### src/hdl/sorted_multiset_table_top_assert.svh
// assertion macros used by the table rtl
`ifndef SORTED_MULTISET_TABLE_TOP_ASSERT_SVH
`define SORTED_MULTISET_TABLE_TOP_ASSERT_SVH

// condition must hold in the same cycle as the trigger
`define SMT_ASSERT_SAME(lbl, trig, cond) \
    lbl: assert property (@(posedge i_clk) disable iff (!i_rst_n) (trig) |-> (cond)) \
        else $error("sorted multiset table: same-cycle check failed");

// condition must hold in the cycle after the trigger
`define SMT_ASSERT_NEXT(lbl, trig, cond) \
    lbl: assert property (@(posedge i_clk) disable iff (!i_rst_n) (trig) |=> (cond)) \
        else $error("sorted multiset table: next-cycle check failed");

`endif

### src/hdl/smt_pkg.sv
package smt_pkg;

    // number of cells in the chain
    localparam int CAPACITY = 64;
    localparam int VAL_W    = 32;
    localparam int CNT_W    = $clog2(CAPACITY + 1);
    localparam int OUT_CNT_W = 7;

    // item action codes
    typedef enum logic [1:0] {
        ACT_SEARCH = 2'd0,
        ACT_ADD    = 2'd1,
        ACT_ERASE  = 2'd2
    } t_action;

    // update command broadcast to every cell
    typedef struct packed {
        logic ins;
        logic del;
    } t_cell_cmd;

endpackage

### src/hdl/smt_cell.sv
module smt_cell (
    input  logic                        i_clk,
    input  logic                        i_cap,
    input  logic [smt_pkg::VAL_W-1:0]   i_key,
    input  logic                        i_live,
    input  smt_pkg::t_cell_cmd          i_cmd,
    input  logic [smt_pkg::VAL_W-1:0]   i_ins_val,
    input  logic [smt_pkg::VAL_W-1:0]   i_prev_val,
    input  logic                        i_prev_lt,
    input  logic [smt_pkg::VAL_W-1:0]   i_next_val,
    output logic [smt_pkg::VAL_W-1:0]   o_val,
    output logic                        o_lt,
    output logic                        o_eq
);

    logic [smt_pkg::VAL_W-1:0] r_val;
    logic [smt_pkg::VAL_W-1:0] n_val;
    logic                      r_lt;
    logic                      r_eq;

    // compare held value against the incoming key when an item is taken
    always_ff @(posedge i_clk) begin
        if (i_cap) begin
            r_lt <= i_live && ($signed(r_val) < $signed(i_key));
            r_eq <= i_live && (r_val == i_key);
        end
    end

    // cells at or above the sorted position shift up on insert, down on erase
    always_comb begin
        n_val = r_val;
        if (i_cmd.ins && !r_lt) begin
            n_val = i_prev_lt ? i_ins_val : i_prev_val;
        end else if (i_cmd.del && !r_lt) begin
            n_val = i_next_val;
        end
    end

    always_ff @(posedge i_clk) begin
        r_val <= n_val;
    end

    assign o_val = r_val;
    assign o_lt  = r_lt;
    assign o_eq  = r_eq;

endmodule
### config.mk
export PLATFORM = sky130hd
export DESIGN_NAME = smt_cell
export DESIGN_NICKNAME = d
export VERILOG_FILES = /design/src/hdl/sorted_multiset_table_top_assert.svh /design/src/hdl/smt_pkg.sv /design/src/hdl/smt_cell.sv
export SDC_FILE = /design/constraint.sdc
export NUM_CORES = 1
export LEC_CHECK = 0
export BUFFER_PORTS_ARGS = -buffer_cell sky130_fd_sc_hd__buf_2
export CAP_MARGIN = 0
export CORE_UTILIZATION = 43
export DETAILED_ROUTE_END_ITERATION = 12
export PLACE_DENSITY_LB_ADDON = 0.15
export SLEW_MARGIN = 30
export SYNTH_ARGS = -nofsm -noshare
export SYNTH_HDL_FRONTEND = slang
export SYNTH_SLANG_ARGS = --single-unit
### constraint.sdc
create_clock -name i_clk -period 3 [get_ports i_clk]
set_input_delay 0.6 -clock i_clk [delete_from_list [all_inputs] [get_ports i_clk]]
set_output_delay 0.6 -clock i_clk [all_outputs]
set_load 0.005 [all_outputs]
==> results of run 1 <==
## state kept, by name (all words and copies together), names as in the netlist
signal	cells
o_lt	1
o_eq	1
o_val	32
## worst max-delay path: cells and delay by family
| kind | cells | cell delay (ns) |
|---|---|---|
| AND/OR/NAND/NOR | 3 | 0.76 |
| adder cells (fa/ha/maj) | 1 | 0.30 |
| multiplexers | 1 | 0.19 |
| AO/OA/AOI/OAI | 1 | 0.14 |
| buffers and inverters | 2 | 0.11 |
## layout make-up
class                   instances  area (sq um)
clock buffers                   5          68.8
clock inverters                 1          3.75
fillers                       515          2050
inverters                      34           128
multi-input cells             183          1350
flip-flops and latches         34          1020
well taps                      72          90.1
repair buffers                170           858
## cells in the mapped netlist
| cell type | instances |
|---|---|
| o21a_1 | 2 |
| inv_1 | 34 |
| nand3_1 | 3 |
| nor4_1 | 1 |
| o21ai_1 | 7 |
| nand4_2 | 1 |
| ha_1 | 32 |
| buf_2 | 3 |
| nor3_1 | 1 |
| nor4_2 | 1 |
| a21oi_1 | 14 |
| edfxtp_1 | 34 |
| a22oi_1 | 1 |
| mux2i_1 | 33 |
| a2111oi_4 | 1 |
| nand2b_1 | 2 |
| nand4_1 | 5 |
| nand2_1 | 40 |
| a21o_1 | 2 |
| nor2_1 | 4 |
| a21oi_2 | 2 |
| clkbuf_1 | 8 |
| nand3b_1 | 1 |
| o21ai_0 | 30 |
## metrics by stage
step           cell area [sq um]  setup WS (ns)  total power, mW  hold WS [ns]  utilization
2_1_floorplan               2530          0.580            0.854         0.712            -
3_3_place_gp                3440          0.785             1.03         0.825        0.618
3_5_place_dp                3440          0.755             1.04         0.834        0.618
4_1_cts                     3520           1.04             1.35         0.547        0.631
5_1_grt                     3520          0.874             1.42         0.543        0.632
6_report                    3520           1.02             1.33         0.554        0.632
## per-layer routing
metal  wire (microns)  vias up  global-route usage
li1                 -     1257                   -
met1             2330     1020               0.217
met2             3010      102               0.363
met3              481        4              0.0506
met4               51        0              0.0537
met5                0        -                   0
## kinds of logic (layout without fill, tap and decap cells)
family | Yosys count | after routing | synth area share
AOI/OAI and AO/OA | 59 | 59 | 0.134
and+or+nand+nor | 59 | 59 | 0.106
buffers and inverters | 45 | 210 | 0.0682
DFF | 34 | 34 | 0.404
muxes | 33 | 33 | 0.131
adders and majority gates | 32 | 32 | 0.158
## power groups by stage
stage	combinational (mW)	sequential [mW]	clock [mW]
after floorplan	0.218	0.636	0
after global placement	0.402	0.630	0
after detailed placement	0.409	0.632	0
after CTS	0.411	0.622	0.315
after global routing	0.462	0.628	0.334
final	0.404	0.621	0.302
## worst min-delay path by stage
stage | startpoint | endpoint | slack (ns) | depth (start not counted)
finish | i_cap | o_eq$_DFFE_PP_ | 0.55 | 1
global route | i_cap | o_eq$_DFFE_PP_ | 0.54 | 1
CTS | i_cap | o_eq$_DFFE_PP_ | 0.55 | 1
detailed placement | o_val[30]$_DFFE_PP_ | o_lt$_DFFE_PP_ | 0.83 | 4
global placement | o_val[1]$_DFFE_PP_ | o_eq$_DFFE_PP_ | 0.83 | 3
floorplan | i_cap | o_eq$_DFFE_PP_ | 0.71 | 0
==> impl_metrics.env, run 1 <==
export IMPL_vias_per_cell=4.78
export IMPL_grt_ovfl_total=0
export IMPL_arrival_ns=2.10
export IMPL_r2r_end="o_lt$_DFFE_PP_"
export IMPL_synth_area_top_cells="edfxtp_1, ha_1, mux2i_1"
export IMPL_drc=0
export IMPL_dr_pass1_iters=4
export IMPL_swShare=0.286
export IMPL_hold_buffers=0
export IMPL_reg2reg_slack_ns=1.03
export IMPL_worstPathCellList="buf_2, inv_1, ha_1, nand4_1, nor4_1, nor2_1, a21oi_2, mux2i_1"
export IMPL_dr_total_vias=2383
export IMPL_cts_htree_levels=2
export IMPL_crit_path_start="i_key[31]"
export IMPL_crit_path_end_kind="flip-flop"
export IMPL_holdCritPathClass="input port to flip-flop"
export IMPL_portBuffers=167
export IMPL_gp_congestion=0.733
export IMPL_netlist_instances=262
export IMPL_clk_latency_ns=0.27
export IMPL_grtUsageTotal=0.195
export IMPL_grt_pass1_vias=2266
export IMPL_maxCapViolations=0
export IMPL_leakagePower_nw=1.91
export IMPL_rsz0062_at_grt="false"
export IMPL_pwr_share_seq=0.468
export IMPL_finalMaxSlewViolations=0
export IMPL_rows=27
export IMPL_cts_buffer_depth=2
export IMPL_antenna_left=0
export IMPL_yosysSeqAreaShare=0.404
export IMPL_synth_seq_cells=34
export IMPL_syn_to_final_growth_pct=39.2
export IMPL_cpPeakStageDelay_ns=0.52
export IMPL_die_w_microns=78.7
export IMPL_cp_required_ns=3.12
export IMPL_status="complete, no violations"
export IMPL_clockPowerShare=0.228
export IMPL_r2r_start="o_val[31]$_DFFE_PP_"
export IMPL_p_switching_mw=0.379
export IMPL_drtIter0Drc=57
export IMPL_final_hold_viol_count=0
export IMPL_pwr_share_comb=0.304
export IMPL_start_util=0.454
export IMPL_die_y_microns=78.7
export IMPL_pwr_density_cell_nw_per_um2=377
export IMPL_die_area_sq_um=6190
export IMPL_relSlewSlack=0.629
export IMPL_fin_crit_ns=1.98
export IMPL_grt_max_degree=65
export IMPL_syn_area_per_cell_sq_um=9.66
export IMPL_synth_area_sq_um=2530
export IMPL_fmax_mhz=505
export IMPL_yosysWarningCount=0
export IMPL_tightest_slew_ns=0.555
export IMPL_grt_pass1_wl_mm=9.45
export IMPL_critPathLaunchType="input port"
export IMPL_synth_top_area_frac=0.404
export IMPL_path_clk_slew_ns=0.06
export IMPL_layout_nets=594
export IMPL_fin_crit_sh=0.660
export IMPL_tns_ns=0
export IMPL_syn_num_nets=428
export IMPL_wirelength_mm=5.88
export IMPL_numCtsBuffers=5
export IMPL_fin_skew_ns=0.00367
export IMPL_dp_cells=493
export IMPL_synth_largest_area_cell="edfxtp_1"
export IMPL_setup_violations=0
export IMPL_dp_final_hpwl_mm=4.92
export IMPL_slowest_stage="nor4_1"
export IMPL_mostFrequentLayoutCells="buf_2, nand2_1, inv_1, edfxtp_1, mux2i_1"
export IMPL_core_area_sq_um=5570
export IMPL_cp_max_fo=3
export IMPL_ioPinCount=168
export IMPL_post_cts_setup_buffers=0
export IMPL_netlist_cell_type_count=24
export IMPL_rr_worst_depth=6
export IMPL_intPower_mw=0.948
export IMPL_wl_per_cell_microns=11.8
export IMPL_root_buffer="clkbuf_8"
export IMPL_endpoint="o_lt$_DFFE_PP_"
export IMPL_post_cts_resized=0
export IMPL_final_common_cell="buf_2"
export IMPL_antenna_found_initial=0
export IMPL_n_antenna_cell=0
export IMPL_numClockSinks=34
export IMPL_worst_setup_path_type="input port to flip-flop"
export IMPL_vdd_drop_max_uv=188
export IMPL_drive_above_1_share=0.426
export IMPL_cts_tree="done"
export IMPL_finalNonFillerCells=499
No activity file was read; power rests on OpenSTA's default activity.
==> inputs of run 2 (changes only) <==
- clock period: 3 -> 1.9 ns (I/O delays scaled with it)
==> run 2 against run 1 <==
Via count is 2.6% higher; register-to-register slack worse by 0.99 ns; non-clock buffer count is 3 higher; critical path type is now flip-flop to flip-flop; first-iteration DRC count is 51% higher; sequential cell count stayed put.
==> impl_metrics.env, run 2 (synthesis results as in run 1) <==
export IMPL_rsz0062_at_grt="true"
export IMPL_dr_total_vias=2445
export IMPL_root_buffer="clkbuf_8"
export IMPL_drtIter0Drc=86
export IMPL_n_antenna_cell=0
export IMPL_drive_above_1_share=0.442
export IMPL_finalNonFillerCells=504
export IMPL_post_cts_setup_buffers=0
export IMPL_path_buf_inv=0
export IMPL_antenna_found_initial=0
export IMPL_holdCritPathClass="input port to flip-flop"
export IMPL_relSlewSlack=0.796
export IMPL_maxCapViolations=0
export IMPL_critPathLaunchType="flip-flop"
export IMPL_wl_per_cell_microns=12.4
export IMPL_final_common_cell="buf_2"
export IMPL_worst_slack_ns=0.0383
export IMPL_drc=0
export IMPL_cp_max_fo=2
export IMPL_wirelength_mm=6.25
export IMPL_pwr_density_cell_nw_per_um2=598
export IMPL_numCtsBuffers=5
export IMPL_holdWs_ns=0.325
export IMPL_grt_ovfl_total=0
export IMPL_arrival_ns=1.99
export IMPL_rows=27
export IMPL_postLayoutCellArea_sq_um=3650
export IMPL_cp_required_ns=2.03
export IMPL_worst_setup_path_type="flip-flop to flip-flop"
export IMPL_grt_pass1_vias=2314
export IMPL_portBuffers=167
export IMPL_ioPinCount=168
export IMPL_path_clk_slew_ns=0.07
export IMPL_dr_pass1_iters=4
export IMPL_status="complete, no violations"
export IMPL_clk_latency_ns=0.28
export IMPL_start_util=0.454
export IMPL_cts_tree="done"
export IMPL_fin_crit_sh=0.980
export IMPL_dp_final_hpwl_mm=4.99
export IMPL_largest_reg_flops=32
export IMPL_fillCellCount=492
export IMPL_gp_congestion=0.774
export IMPL_leakagePower_nw=1.95
export IMPL_antenna_left=0
export IMPL_dp_cells=496
export IMPL_crit_path_end_kind="flip-flop"
export IMPL_grtUsageTotal=0.203
export IMPL_hold_buffers=0
export IMPL_fin_crit_ns=1.86
export IMPL_grt_pass1_wl_mm=9.73
export IMPL_vdd_drop_max_uv=336
export IMPL_fin_skew_ns=0.00495
export IMPL_layout_nets=597
export IMPL_cpPeakStageDelay_ns=0.42
export IMPL_core_area_sq_um=5570
export IMPL_vias_per_cell=4.85
export IMPL_die_y_microns=78.7
export IMPL_final_hold_viol_count=0
export IMPL_setup_violations=0
export IMPL_cts_htree_levels=2
export IMPL_syn_to_final_growth_pct=44.3
export IMPL_die_area_sq_um=6190
export IMPL_fmax_mhz=537
export IMPL_tightest_slew_ns=0.306
export IMPL_finalMaxSlewViolations=0
export IMPL_cts_buffer_depth=2
export IMPL_numClockSinks=34
export IMPL_grt_max_degree=39
export IMPL_critical_path_top_delay_family="simple AND/OR/NAND/NOR gates"
export IMPL_place_ws_ns=-0.112
export IMPL_worstPathCellList="ha_1, nand4_1, nor4_4, a22oi_1, a21oi_2, mux2i_1"
export IMPL_die_w_microns=78.7
export IMPL_fin_util=0.655
export IMPL_mostFrequentLayoutCells="buf_2, nand2_1, inv_1, edfxtp_1, mux2i_1"
export IMPL_slowest_stage="edfxtp_1"
export IMPL_place_area_sq_um=3490
run 2: area by class of cell:
class	count	area, sq um	share of cell area
Clock buffer	5	68.8	0.0189
Clock inverter	3	11.3	0.00309
Inverter	34	128	0.0350
Multi-Input combinational cell	183	1430	0.390
Sequential cell	34	1020	0.280
Tap cell	72	90.1	0.0247
Timing Repair Buffer	173	906	0.248
run 2: worst paths after layout:
kind | slack (ns) | cells past startpoint | endpoint | startpoint
setup / recovery | 0.04 | 6 | o_lt$_DFFE_PP_ | o_val[8]$_DFFE_PP_
hold / removal | 0.32 | 1 | o_lt$_DFFE_PP_ | i_cap
setup reg to reg | 0.04 | 6 | o_lt$_DFFE_PP_ | o_val[8]$_DFFE_PP_
hold reg to reg | 0.83 | 3 | o_eq$_DFFE_PP_ | o_val[1]$_DFFE_PP_
run 2: where the power goes:
part           switching [mW]  internal, mW
registers              0.0459         0.937
logic                   0.342         0.350
clock network           0.261         0.245
run 2: repair_timing:
item | 4_1_cts | 5_1_grt
pin swaps | 0 | 4
setup endpoints to repair | 1 | 2
gates resized for setup | 1 | 7
endpoints found under the hold margin | 0 | 0
gates cloned | 0 | 0
run 2: per-stage QoR:
step	total power [mW]	TNS, ns
6_report	2.18	0
5_1_grt	2.34	-0.0711
4_1_cts	2.17	0
3_5_place_dp	1.66	-0.112
3_3_place_gp	1.64	-0.0923
2_1_floorplan	1.35	0
run 2: worst register-to-register path, cell delays in order (launching register included):
cell	delay, ns
edfxtp_1	0.42
ha_1	0.31
nand4_1	0.20
nor4_4	0.32
a22oi_1	0.11
a21oi_2	0.15
mux2i_1	0.21
run 2: routing by layer:
| metal | GRT usage | routed length (microns) |
|---|---|---|
| met1 | 0.211 | 2400 |
| met5 | 0 | 0 |
| met2 | 0.383 | 3260 |
| met3 | 0.0644 | 497 |
| met4 | 0.0667 | 89 |
==> inputs of run 3 (changes only) <==
--- a/config.mk
+++ b/config.mk
@@ -11,2 +11,3 @@
 export DETAILED_ROUTE_END_ITERATION = 12
+export GPL_TIMING_DRIVEN = 1
 export PLACE_DENSITY_LB_ADDON = 0.15
==> constraint.sdc (replaced) <==
create_clock -name i_clk -period 1.9 [get_ports i_clk]
set_input_delay 0.095 -clock i_clk [delete_from_list [all_inputs] [get_ports i_clk]]
set_output_delay 0.095 -clock i_clk [all_outputs]
set_load 0.005 [all_outputs]
==> run 3 against run 2 <==
Maximum frequency rose by 3.1%; hold slack lost 0.29 ns; clock skew is 0.0011 ns lower; utilization down 0.49 points; first-iteration DRC count decreased by 48%.
==> impl_metrics.env, run 3 (synthesis results as in run 1) <==
export IMPL_fin_util=0.650
export IMPL_rows=27
export IMPL_wirelength_mm=6.10
export IMPL_leakagePower_nw=1.92
export IMPL_pwr_density_cell_nw_per_um2=595
export IMPL_ioPinCount=168
export IMPL_grt_ovfl_total=0
export IMPL_largest_reg_flops=32
export IMPL_syn_to_final_growth_pct=43.2
export IMPL_cp_required_ns=2.03
export IMPL_grtUsageMet1=0.210
export IMPL_cts_buffer_depth=2
export IMPL_grt_max_degree=39
export IMPL_status="complete, no violations"
export IMPL_grt_pass1_vias=2313
export IMPL_drtIter0Drc=45
export IMPL_die_w_microns=78.7
export IMPL_worstHoldStart="i_cap"
export IMPL_cts_htree_levels=2
export IMPL_grtUsageTotal=0.204
export IMPL_die_area_sq_um=6190
export IMPL_final_hold_viol_count=0
export IMPL_relSlewSlack=0.725
export IMPL_portBuffers=167
export IMPL_gr_usage_met3=0.0517
export IMPL_crit_path_end_kind="flip-flop"
export IMPL_numCtsBuffers=5
export IMPL_numClockSinks=34
export IMPL_use_met2=0.391
export IMPL_busiest_layer="met2"
export IMPL_rr_worst_depth=6
export IMPL_dr_pass1_iters=4
export IMPL_core_area_sq_um=5570
export IMPL_vias_per_cell=4.81
export IMPL_fin_skew_ns=0.00384
export IMPL_grt_pass1_wl_mm=9.76
export IMPL_wl_per_cell_microns=12.2
export IMPL_die_y_microns=78.7
export IMPL_cts_tree="done"
export IMPL_power_mw=2.16
export IMPL_vdd_drop_max_uv=330
export IMPL_place_area_sq_um=3460
export IMPL_fin_crit_ns=1.81
export IMPL_root_buffer="clkbuf_8"
export IMPL_hold_end="o_eq$_DFFE_PP_"
export IMPL_postLayoutCellArea_sq_um=3620
export IMPL_post_cts_setup_buffers=0
export IMPL_clk_latency_ns=0.28
export IMPL_rsz0062_at_grt="true"
export IMPL_antenna_left=0
export IMPL_reg2reg_slack_ns=0.09
export IMPL_maxCapViolations=0
export IMPL_start_util=0.454
export IMPL_drc=0
export IMPL_fmax_mhz=554
export IMPL_mostFrequentLayoutCells="buf_2, nand2_1, inv_1, edfxtp_1, mux2i_1"
export IMPL_final_common_cell="buf_2"
export IMPL_r2r_end="o_lt$_DFFE_PP_"
export IMPL_min_path_cells=1
export IMPL_cp_max_fo=2
export IMPL_crit_path_start="o_val[29]$_DFFE_PP_"
export IMPL_n_antenna_cell=0
export IMPL_arrival_ns=1.93
export IMPL_layout_nets=595
export IMPL_gp_congestion=0.787
export IMPL_critPathLaunchType="flip-flop"
export IMPL_fin_crit_sh=0.950
export IMPL_drive_above_1_share=0.443
export IMPL_dp_final_hpwl_mm=4.99
export IMPL_path_clk_slew_ns=0.07
export IMPL_r2r_start="o_val[29]$_DFFE_PP_"
export IMPL_worst_setup_path_type="flip-flop to flip-flop"
export IMPL_setup_violations=0
export IMPL_tightest_slew_ns=0.413
export IMPL_antenna_found_initial=0
export IMPL_holdCritPathClass="input port to flip-flop"
export IMPL_dr_total_vias=2409
export IMPL_finalMaxSlewViolations=0
run 3: what timing repair did:
| item | CTS | global route |
|---|---|---|
| gates resized for setup | 3 | 5 |
| pin swaps | 0 | 3 |
| hold buffers | 0 | 0 |
| cloned | 0 | 0 |
| setup endpoints to repair | 1 | 1 |
run 3: cell type report:
type	instances	area (sq um)
timing repair buffer	171	878
clock buffer	7	76.3
fill	470	1950
sequential	34	1020
multi-input combinational	183	1430
inverter	34	128
tap	72	90.1
run 3: routing by layer:
metal  up-vias  routed length (microns)
met3        12                      457
li1       1261                        -
met2       109                     3180
met5         -                        0
met1      1027                     2320
met4         0                      144
run 3: how the worst max path moves through the flow:
stage | to | slack [ns] | cells after the start
6_report | o_lt$_DFFE_PP_ | 0.09 | 6
5_1_grt | o_lt$_DFFE_PP_ | -0.03 | 6
4_1_cts | o_lt$_DFFE_PP_ | 0.02 | 7
3_5_place_dp | o_lt$_DFFE_PP_ | -0.02 | 6
3_3_place_gp | o_lt$_DFFE_PP_ | 0.04 | 6
2_1_floorplan | o_lt$_DFFE_PP_ | 0.11 | 7
run 3: report_power, final:
group	switching (mW)	internal (mW)
clock network	0.245	0.252
registers	0.0451	0.938
logic	0.334	0.342
total	0.625	1.53
run 3: through the flow:
step | hold slack, ns | std cells | TNS, ns | setup WS, ns
after floorplan | 0.207 | 262 | 0 | 0.115
after detailed placement | 0.331 | 494 | -0.0177 | -0.0177
after global routing | 0.0296 | 501 | -0.0280 | -0.0280
after CTS | 0.0308 | 501 | 0 | 0.0243
final | 0.0372 | 501 | 0 | 0.0949
after global placement | 0.333 | 494 | 0 | 0.0410
run 3: critical path, stage by stage, from the launching register on:
cell	delay (ns)
edfxtp_1	0.39
ha_1	0.33
nand4_1	0.14
nor4_2	0.38
nor2_1	0.09
a21oi_2	0.12
mux2i_1	0.20
